## src/hw/rtl/rmc_pkg.sv

```systemverilog
// Shared constants and types for the random maze carver.
// No dependencies; imported by the top level and the decoder.
`default_nettype none

package rmc_pkg;

   // Default largest cell-grid side.
   localparam int MAX_CELL_SIDE_DEF = 16;

   // Map side after reset.
   localparam logic [5:0] MAP_SIDE_RST = 6'd25;

   // Request kinds.
   localparam logic KIND_INIT  = 1'b0;
   localparam logic KIND_CARVE = 1'b1;

   // Carve directions.
   localparam logic [1:0] DIR_POS_X = 2'd0;
   localparam logic [1:0] DIR_NEG_X = 2'd1;
   localparam logic [1:0] DIR_POS_Y = 2'd2;
   localparam logic [1:0] DIR_NEG_Y = 2'd3;

   // Status of a decoded request, passed from the decoder to the sequencer.
   typedef struct packed {
      logic       done;
      logic       legal;
      logic [5:0] wall_col;
      logic [5:0] wall_row;
   } carve_info_type;

endpackage

`default_nettype wire

```

## src/hw/rtl/random_maze_carver.sv

```systemverilog
// Randomized Kruskal maze carver, top level with the control sequencer.
// Depends on rmc_pkg, rmc_decode and rmc_label_ram.
//
// A request is taken when start is high and busy is low, and each request
// returns exactly one result, shown for one cycle with rsp_strobe; the
// receiver cannot stall it. After reset the block sweeps the label store,
// writing all MAX_CELL_SIDE*MAX_CELL_SIDE entries (256 by default), with
// busy high. An init request repeats that sweep and replies after it ends.
// A carve refused on the decoded fields goes straight to the reply state,
// one refused because both cells already share a region replies once both
// labels are read, and one that opens a wall replies after the relabelling
// pass, which reads every label once through the store's single read port.
`default_nettype none

module random_maze_carver import rmc_pkg::*; #(
   parameter int MAX_CELL_SIDE = MAX_CELL_SIDE_DEF
) (
   input  wire logic       clock,
   input  wire logic       reset,
   // Request channel.
   input  wire logic       start,
   output logic            busy,
   input  wire logic       req_kind,
   input  wire logic [3:0] req_cell_x,
   input  wire logic [3:0] req_cell_y,
   input  wire logic [1:0] req_direction,
   // Result channel.
   output logic            rsp_strobe,
   output logic            rsp_opened,
   output logic      [5:0] rsp_wall_col,
   output logic      [5:0] rsp_wall_row,
   output logic            rsp_done_res,
   output logic      [7:0] rsp_joins_made,
   // Configuration register.
   input  wire logic       csr_wr_en,
   input  wire logic [5:0] csr_wr_data
);

   localparam int NW          = $clog2(MAX_CELL_SIDE + 1);
   localparam int IDX_W       = $clog2(MAX_CELL_SIDE * MAX_CELL_SIDE);
   localparam int NSQ_W       = 2 * NW;
   localparam int LABEL_DEPTH = MAX_CELL_SIDE * MAX_CELL_SIDE;
   localparam int SW          = IDX_W + 1;

   typedef enum logic [2:0] {
      ST_IDLE,
      ST_WIPE,
      ST_READ_THERE,
      ST_LOOK,
      ST_SCAN,
      ST_REPLY
   } state_type;

   state_type         state_ff;
   logic [5:0]        map_side_ff;
   logic [IDX_W-1:0]  count_ff;
   logic [IDX_W-1:0]  wipe_cnt_ff;
   logic              reply_pend_ff;
   logic [IDX_W-1:0]  there_ff;
   logic [IDX_W-1:0]  keep_ff;
   logic [IDX_W-1:0]  gone_ff;
   logic [SW-1:0]     scan_cnt_ff;
   logic              hit_vld_ff;
   logic [IDX_W-1:0]  hit_addr_ff;
   logic              opened_ff;
   logic [5:0]        col_ff;
   logic [5:0]        row_ff;
   logic              rsp_strobe_ff;
   logic              rsp_opened_ff;
   logic [5:0]        rsp_wall_col_ff;
   logic [5:0]        rsp_wall_row_ff;
   logic              rsp_done_ff;
   logic [7:0]        rsp_joins_ff;

   logic [IDX_W-1:0]  here_idx;
   logic [IDX_W-1:0]  there_idx;
   logic [NSQ_W-1:0]  cell_count;
   carve_info_type    info;
   logic              take;
   logic              scan_end;
   logic              wr_en_in;
   logic [IDX_W-1:0]  wr_addr_in;
   logic [IDX_W-1:0]  wr_data_in;
   logic [IDX_W-1:0]  rd_addr_in;
   logic [IDX_W-1:0]  rd_data;

   // Configuration register.
   always_ff @(posedge clock) begin
      if (reset) begin
         map_side_ff <= MAP_SIDE_RST;
      end else if (csr_wr_en) begin
         map_side_ff <= csr_wr_data;
      end
   end

   rmc_decode #(
      .MAX_CELL_SIDE (MAX_CELL_SIDE)
   ) u_decode (
      .map_side   (map_side_ff),
      .cell_x     (req_cell_x),
      .cell_y     (req_cell_y),
      .direction  (req_direction),
      .join_count (count_ff),
      .here_idx   (here_idx),
      .there_idx  (there_idx),
      .cell_count (cell_count),
      .info       (info)
   );

   rmc_label_ram #(
      .ADDR_W (IDX_W),
      .DATA_W (IDX_W),
      .DEPTH  (LABEL_DEPTH)
   ) u_label_ram (
      .clock   (clock),
      .wr_en   (wr_en_in),
      .wr_addr (wr_addr_in),
      .wr_data (wr_data_in),
      .rd_addr (rd_addr_in),
      .rd_data (rd_data)
   );

   assign busy     = (state_ff != ST_IDLE);
   assign take     = start && !busy;
   assign scan_end = (NSQ_W'(scan_cnt_ff) >= cell_count);

   // Store access: the sweep writes each index, the scan relabels hits in the
   // cycle after their read. Reads follow the sequencer.
   always_comb begin
      wr_en_in   = 1'b0;
      wr_addr_in = hit_addr_ff;
      wr_data_in = keep_ff;
      case (state_ff)
         ST_WIPE: begin
            wr_en_in   = 1'b1;
            wr_addr_in = wipe_cnt_ff;
            wr_data_in = wipe_cnt_ff;
         end
         ST_SCAN: begin
            wr_en_in = hit_vld_ff && (rd_data == gone_ff);
         end
         default: begin
            wr_en_in = 1'b0;
         end
      endcase
   end

   always_comb begin
      case (state_ff)
         ST_READ_THERE: rd_addr_in = there_ff;
         ST_SCAN:       rd_addr_in = scan_cnt_ff[IDX_W-1:0];
         default:       rd_addr_in = here_idx;
      endcase
   end

   // Sequencer with its registered results.
   always_ff @(posedge clock) begin
      if (reset) begin
         state_ff      <= ST_WIPE;
         count_ff      <= '0;
         wipe_cnt_ff   <= '0;
         reply_pend_ff <= 1'b0;
         hit_vld_ff    <= 1'b0;
         rsp_strobe_ff <= 1'b0;
      end else begin
         rsp_strobe_ff <= 1'b0;
         hit_vld_ff    <= 1'b0;
         case (state_ff)
            ST_IDLE: begin
               if (take) begin
                  opened_ff <= 1'b0;
                  col_ff    <= info.wall_col;
                  row_ff    <= info.wall_row;
                  there_ff  <= there_idx;
                  if (req_kind == KIND_INIT) begin
                     count_ff      <= '0;
                     wipe_cnt_ff   <= '0;
                     reply_pend_ff <= 1'b1;
                     state_ff      <= ST_WIPE;
                  end else if (info.legal) begin
                     state_ff <= ST_READ_THERE;
                  end else begin
                     state_ff <= ST_REPLY;
                  end
               end
            end
            ST_WIPE: begin
               wipe_cnt_ff <= wipe_cnt_ff + IDX_W'(1);
               if (wipe_cnt_ff == IDX_W'(LABEL_DEPTH - 1)) begin
                  state_ff <= reply_pend_ff ? ST_REPLY : ST_IDLE;
               end
            end
            ST_READ_THERE: begin
               // Label of the chosen cell arrives now.
               keep_ff  <= rd_data;
               state_ff <= ST_LOOK;
            end
            ST_LOOK: begin
               // Label of the neighbour arrives now.
               gone_ff     <= rd_data;
               scan_cnt_ff <= '0;
               state_ff    <= (rd_data == keep_ff) ? ST_REPLY : ST_SCAN;
            end
            ST_SCAN: begin
               if (scan_end) begin
                  opened_ff <= 1'b1;
                  count_ff  <= count_ff + IDX_W'(1);
                  state_ff  <= ST_REPLY;
               end else begin
                  hit_vld_ff  <= 1'b1;
                  hit_addr_ff <= scan_cnt_ff[IDX_W-1:0];
                  scan_cnt_ff <= scan_cnt_ff + SW'(1);
               end
            end
            ST_REPLY: begin
               rsp_strobe_ff   <= 1'b1;
               rsp_opened_ff   <= opened_ff;
               rsp_wall_col_ff <= opened_ff ? col_ff : 6'd0;
               rsp_wall_row_ff <= opened_ff ? row_ff : 6'd0;
               rsp_done_ff     <= info.done;
               rsp_joins_ff    <= 8'(count_ff);
               reply_pend_ff   <= 1'b0;
               state_ff        <= ST_IDLE;
            end
            default: begin
               state_ff <= ST_IDLE;
            end
         endcase
      end
   end

   assign rsp_strobe     = rsp_strobe_ff;
   assign rsp_opened     = rsp_opened_ff;
   assign rsp_wall_col   = rsp_wall_col_ff;
   assign rsp_wall_row   = rsp_wall_row_ff;
   assign rsp_done_res   = rsp_done_ff;
   assign rsp_joins_made = rsp_joins_ff;

   // A result is only ever shown straight after the reply state.
   a_strobe_after_reply: assert property (@(posedge clock) disable iff (reset)
      rsp_strobe |-> $past(state_ff == ST_REPLY))
      else $error("result strobe without reply state");

   // The store is written only by the sweep or the relabelling pass.
   a_write_owner: assert property (@(posedge clock) disable iff (reset)
      wr_en_in |-> (state_ff == ST_WIPE || state_ff == ST_SCAN))
      else $error("label store written outside sweep or scan");

   // An accepted request always makes the block busy next cycle.
   a_take_busy: assert property (@(posedge clock) disable iff (reset)
      take |=> busy)
      else $error("request accepted but block not busy");

   // The scan never runs past the current number of cells.
   a_scan_bound: assert property (@(posedge clock) disable iff (reset)
      (state_ff == ST_SCAN) |-> (NSQ_W'(scan_cnt_ff) <= cell_count))
      else $error("scan ran past the cell count");

   // An opened wall always advances the join count.
   a_open_counts: assert property (@(posedge clock) disable iff (reset)
      (state_ff == ST_SCAN && scan_end) |=> (count_ff == $past(count_ff) + IDX_W'(1)))
      else $error("join not counted");

endmodule

`default_nettype wire

```

## src/hw/rtl/rmc_label_ram.sv

```systemverilog
// Region label store: one write port and one registered read port.
// Uses no package items.
`default_nettype none

module rmc_label_ram #(
   parameter int ADDR_W = 8,
   parameter int DATA_W = 8,
   parameter int DEPTH  = 256
) (
   input  wire logic              clock,
   input  wire logic              wr_en,
   input  wire logic [ADDR_W-1:0] wr_addr,
   input  wire logic [DATA_W-1:0] wr_data,
   input  wire logic [ADDR_W-1:0] rd_addr,
   output logic      [DATA_W-1:0] rd_data
);

   logic [DATA_W-1:0] mem [DEPTH];
   logic [DATA_W-1:0] rd_data_ff;

   // Write port.
   always_ff @(posedge clock) begin
      if (wr_en) begin
         mem[wr_addr] <= wr_data;
      end
   end

   // Registered read port.
   always_ff @(posedge clock) begin
      rd_data_ff <= mem[rd_addr];
   end

   assign rd_data = rd_data_ff;

endmodule

`default_nettype wire

```

## src/hw/rtl/rmc_decode.sv

```systemverilog
// Request decoder: grid side, completion test, neighbour check, label
// addresses and wall position. Depends on rmc_pkg.
`default_nettype none

module rmc_decode import rmc_pkg::*; #(
   parameter int MAX_CELL_SIDE = MAX_CELL_SIDE_DEF,
   localparam int NW     = $clog2(MAX_CELL_SIDE + 1),
   localparam int IDX_W  = $clog2(MAX_CELL_SIDE * MAX_CELL_SIDE),
   localparam int NSQ_W  = 2 * NW
) (
   input  wire logic [5:0]       map_side,
   input  wire logic [3:0]       cell_x,
   input  wire logic [3:0]       cell_y,
   input  wire logic [1:0]       direction,
   input  wire logic [IDX_W-1:0] join_count,
   output logic      [IDX_W-1:0] here_idx,
   output logic      [IDX_W-1:0] there_idx,
   output logic      [NSQ_W-1:0] cell_count,
   output carve_info_type        info
);

   localparam int PW = NW + 6;
   localparam int CW = NSQ_W + 1;

   logic [4:0]    half;
   logic [NW-1:0] n_val;
   logic [4:0]    nx;
   logic [4:0]    ny;
   logic          nb_ok;
   logic          on_grid;
   logic          done_flag;
   logic          legal_flag;
   logic [5:0]    wall_col;
   logic [5:0]    wall_row;
   logic [PW-1:0] here_sum;
   logic [PW-1:0] there_sum;

   // Grid side is half the map side less one, limited to the largest grid.
   always_comb begin
      half  = (map_side == 6'd0) ? 5'd0 : 5'((map_side - 6'd1) >> 1);
      n_val = (int'(half) > MAX_CELL_SIDE) ? NW'(MAX_CELL_SIDE) : NW'(half);
   end

   // Cell count and completion: done once joins reach cells less one.
   assign cell_count = NSQ_W'(n_val) * NSQ_W'(n_val);
   assign done_flag  = (CW'(join_count) + CW'(1)) >= CW'(cell_count);

   // Neighbour position and wall location for each direction.
   always_comb begin
      nx       = {1'b0, cell_x};
      ny       = {1'b0, cell_y};
      nb_ok    = 1'b0;
      wall_col = {1'b0, cell_x, 1'b1};
      wall_row = {1'b0, cell_y, 1'b1};
      case (direction)
         DIR_POS_X: begin
            nb_ok    = (int'(cell_x) + 1) < int'(n_val);
            nx       = {1'b0, cell_x} + 5'd1;
            wall_col = {1'b0, cell_x, 1'b0} + 6'd2;
         end
         DIR_NEG_X: begin
            nb_ok    = (cell_x != 4'd0);
            nx       = {1'b0, cell_x} - 5'd1;
            wall_col = {1'b0, cell_x, 1'b0};
         end
         DIR_POS_Y: begin
            nb_ok    = (int'(cell_y) + 1) < int'(n_val);
            ny       = {1'b0, cell_y} + 5'd1;
            wall_row = {1'b0, cell_y, 1'b0} + 6'd2;
         end
         DIR_NEG_Y: begin
            nb_ok    = (cell_y != 4'd0);
            ny       = {1'b0, cell_y} - 5'd1;
            wall_row = {1'b0, cell_y, 1'b0};
         end
         default: begin
            nb_ok = 1'b0;
         end
      endcase
   end

   // A carve may go ahead only on the grid, with a neighbour, before done.
   assign on_grid    = (int'(cell_x) < int'(n_val)) && (int'(cell_y) < int'(n_val));
   assign legal_flag = !done_flag && on_grid && nb_ok;
   assign info       = {done_flag, legal_flag, wall_col, wall_row};

   // Label addresses, row major with the current grid side.
   assign here_sum  = PW'(cell_x) + PW'(cell_y) * PW'(n_val);
   assign there_sum = PW'(nx) + PW'(ny) * PW'(n_val);
   assign here_idx  = here_sum[IDX_W-1:0];
   assign there_idx = there_sum[IDX_W-1:0];

endmodule

`default_nettype wire

```

## config.mk

```make
export PLATFORM = sky130hd
export DESIGN_NAME = random_maze_carver
export DESIGN_NICKNAME = d
export VERILOG_FILES = /design/src/hw/rtl/rmc_pkg.sv /design/src/hw/rtl/random_maze_carver.sv /design/src/hw/rtl/rmc_label_ram.sv /design/src/hw/rtl/rmc_decode.sv
export SDC_FILE = /design/constraint.sdc
export NUM_CORES = 2
export LEC_CHECK = 0
export BUFFER_PORTS_ARGS = -buffer_cell sky130_fd_sc_hd__buf_2
export CAP_MARGIN = 15
export CORE_ASPECT_RATIO = 1.25
export CORE_UTILIZATION = 24
export DETAILED_ROUTE_END_ITERATION = 10
export PLACE_DENSITY = 0.38
export SLEW_MARGIN = 10
export SYNTH_ARGS = -nofsm -noshare
export SYNTH_HDL_FRONTEND = slang
export SYNTH_SLANG_ARGS = --single-unit
```

## constraint.sdc

```tcl
create_clock -name clock -period 8.61 [get_ports clock]
set_input_delay 1.2915 -clock clock [delete_from_list [all_inputs] [get_ports clock]]
set_output_delay 1.2915 -clock clock [all_outputs]
set_load 0.01 [all_outputs]
```

==> flow_summary.yaml <==
layout:
  final_area_sq_um: 103000
  layout-drive-gt1-share_pct: 9.40
  syn_to_final_growth_pct: 14.7
  final_util_pct: 27.7
  fin_nets: 6953
  layoutNonFillerInstCount: 11900
  n_fill_cell: 38000
logic_synthesis:
  ys_seq_area_share_pct: 71.8
  synth_top_family_by_area: "simple AND/OR/NAND/NOR gates"
  synthSimpleGateAreaFrac_pct: 12.8
  ys_ff_latch: 2160
  avgSynthCellArea_sq_um: 13.3
  synth_compound_area_share_pct: 8.07
  synth_xor_area_share_pct: 0.683
  synth_fa_ha_area_share_pct: 1.68
  yosys_warnings: 0
  synthFlopType: "edfxtp_1"
  synth_edf_count: 2124
  muxShareOfSynthArea_pct: 2.34
  syn_inst: 6760
  synth.distinct_cells: 94
  syn_area_sq_um: 89800
  async_flop_share_pct: 0
sta:
  whs_ns: 0.513
  max_slew_margin_pct: 14.2
  finalWorstSetupSlack_ns: 0.574
  fin_setup_tns_ns: 0
  post-route-period-util_pct: 93.3
  finalSetupViolCount: 0
  fmax_mhz: 124
  worst_slew_pin_slew_ns: 1.28
  hold_viol_final: 0
  grt_setup_unrepaired: "no"
  skew_ns: 0.0464
  min_period_ns: 8.04
  drv_slew: 0
detailed_routing:
  drc: 0
  wl_per_cell_microns: 29.5
  drt_iter0_markers: 5538
  via_count: 57900
  totalWireLength_mm: 351
  final_antenna_net_count: 0
  drtPass1Iterations: 6
  via_per_inst: 4.87
clock_network:
  cts.sinks: 2160
  cts_resized: 0
  hold_buffers: 0
  cts_buffers: 221
  cts_setup_buffers: 0
  cts_max_level: 4
  cts_tree: "done"
  cts_buffer_depth: 4
  path_clk_slew_ns: 0.06
  cts_root_buf: "clkbuf_16"
  worstSkewPairLatency_ns: 0.90
grt:
  grt.total_usage_pct: 18.2
  grt_pass1_wl_mm: 485
  antenna_found_initial: 23
  grt_pass1_vias: 57400
  grt_max_degree: 164
  grt_overflow: 0
pwr:
  cellLeakagePower_nw: 34.1
  finalPower_mw: 28.9
  vdd_drop_max_v: 0.000193
  p_per_area_nw_per_um2: 280
placed_design:
  io_buffers: 44
  place_congestion: 0.826
  dp_cells: 11500
  place_hpwl_mm: 220
  dp_slack_ns: 0.728
  dpl_cell_area_sq_um: 96500
flow_run:
  maxCapViolCount: 0
floorplan:
  die_y_microns: 686
  start_util_pct: 24.2
  core_sq_um: 372000
  dieArea_sq_um: 377000
  row_count: 250
  ioPinCount: 45
  fp.dieW_microns: 549
worst_setup_path:
  path_max_fanout: 40
  start_kind: "flip-flop"
  cp.arrival_ns: 8.82
  end_kind: "flip-flop"
  path_class: "reg -> reg"
  worst_ep_required_time_ns: 9.39
hold_path:
  min_path_type: "reg -> reg"
status:
  status: "completed"
flip-flops by register name, indices dropped and copies added, names as in the netlist, 3 cells and up:
signal	cells
there_ff	8
scan_cnt_ff	9
map_side_ff	6
hit_addr_ff	8
count_ff	8
col_ff	6
rsp_joins_made	8
row_ff	6
u_label_ram.rd_data	8
wipe_cnt_ff	8
keep_ff	8
rsp_wall_col	6
state_ff	3
gone_ff	8
rsp_wall_row	6
u_label_ram.mem	2048
final timing paths:
check                                                 start                             end  slack, ns  depth (start not counted)
worst max-delay path            map_side_ff[0]$_SDFFE_PP1P_  u_label_ram.rd_data[4]$_DFF_P_       0.57                         21
worst min-delay path               count_ff[7]$_SDFFE_PP0P_     rsp_joins_made[7]$_DFFE_PP_       0.51                          0
worst max register to register  map_side_ff[0]$_SDFFE_PP1P_  u_label_ram.rd_data[4]$_DFF_P_       0.57                         21
worst min register to register     count_ff[7]$_SDFFE_PP0P_     rsp_joins_made[7]$_DFFE_PP_       0.51                          0
report_power, final:
part	internal [mW]	leakage (nW)	switching [mW]	total [mW]
Clock	4.93	3.19	4.20	9.13
Sequential	11.5	19.9	0.0768	11.6
Combinational	2.03	11.0	6.11	8.14
layout make-up:
class | instances | area, sq um | area share [%]
Sequential cell | 2160 | 64500 | 62.6
Antenna cell | 5 | 12.5 | 0.0121
Clock buffer | 275 | 5820 | 5.65
Inverter | 57 | 216 | 0.210
Multi-Input combinational cell | 4110 | 23300 | 22.6
Timing Repair Buffer | 276 | 2380 | 2.31
Clock inverter | 108 | 693 | 0.673
Tap cell | 4914 | 6150 | 5.97
critical path, stage by stage, from the launching register on:
cell     delay [ns]
dfxtp_1        0.39
inv_1          0.10
ha_1           0.35
a31o_2         0.27
or3_1          0.43
inv_2          0.20
nand2_1        0.09
fa_1           0.51
fa_1           0.43
fa_1           0.51
inv_1          0.05
ha_1           0.32
xnor2_1        0.15
o21ai_1        0.23
and2_4         0.85
nand3_1        0.65
a21oi_1        0.35
nor4_1         0.16
a32o_1         0.25
o31ai_1        0.85
a41oi_1        0.36
nor4_1         0.35
synth_stat cells (38+ instances only):
library cell / instances / area (sq um)
a21oi_1: 273 / 1370
xnor2_1: 41 / 359
a22oi_1: 45 / 338
mux2i_1: 182 / 1820
nor2_1: 381 / 1430
ha_1: 82 / 1030
nand2_1: 1491 / 5600
a31oi_1: 100 / 626
edfxtp_1: 2124 / 63800
o22ai_1: 39 / 244
o21ai_0: 118 / 591
a311oi_1: 90 / 788
a211oi_1: 126 / 946
nand3_1: 459 / 2300
and3_1: 130 / 813
clkbuf_1: 142 / 533
inv_1: 54 / 203
buf_4: 59 / 443
a32oi_1: 38 / 333
buf_2: 203 / 1020
cell families after synthesis:
kind of cell | Yosys count
xor+xnor | 70
buf+inv | 491
compound gates | 1062
other cells | 2
fa+ha+maj | 106
mux | 207
simple gates | 2662
flops | 2160
routing by layer:
metal  vias up  global-route usage [%]  share of wire (%)
li1      25400                       -                  -
met1     30200                    22.7                 41
met2      1848                    32.1                 50
met3       491                    2.06                4.8
met4         4                    6.93                4.1
met5         -                       0             0.0060
layout by cell type, fill, tap and decap left out, types with 22 or more instances in the layout:
cell type,Yosys,layout
a211oi_1,126,126
a21oi_1,273,273
a22oi_1,45,44
a311oi_1,90,89
a31oi_1,100,100
a32oi_1,38,38
and2_1,23,22
and3_1,130,129
buf_12,0,32
buf_2,203,45
buf_4,59,194
clkbuf_1,142,50
clkbuf_16,0,225
clkinv_1,1,55
clkinv_2,0,36
dfxtp_1,36,36
edfxtp_1,2124,2124
fa_1,24,24
ha_1,82,82
inv_1,54,54
mux2_2,24,24
mux2i_1,182,182
nand2_1,1491,1463
nand3_1,459,458
nand4_1,34,34
nor2_1,381,369
nor3_1,32,31
o211ai_1,23,23
o21ai_0,118,118
o221ai_1,28,28
o22ai_1,39,39
xnor2_1,41,41
xor2_1,29,29
(Power assumes the default switching activity.)
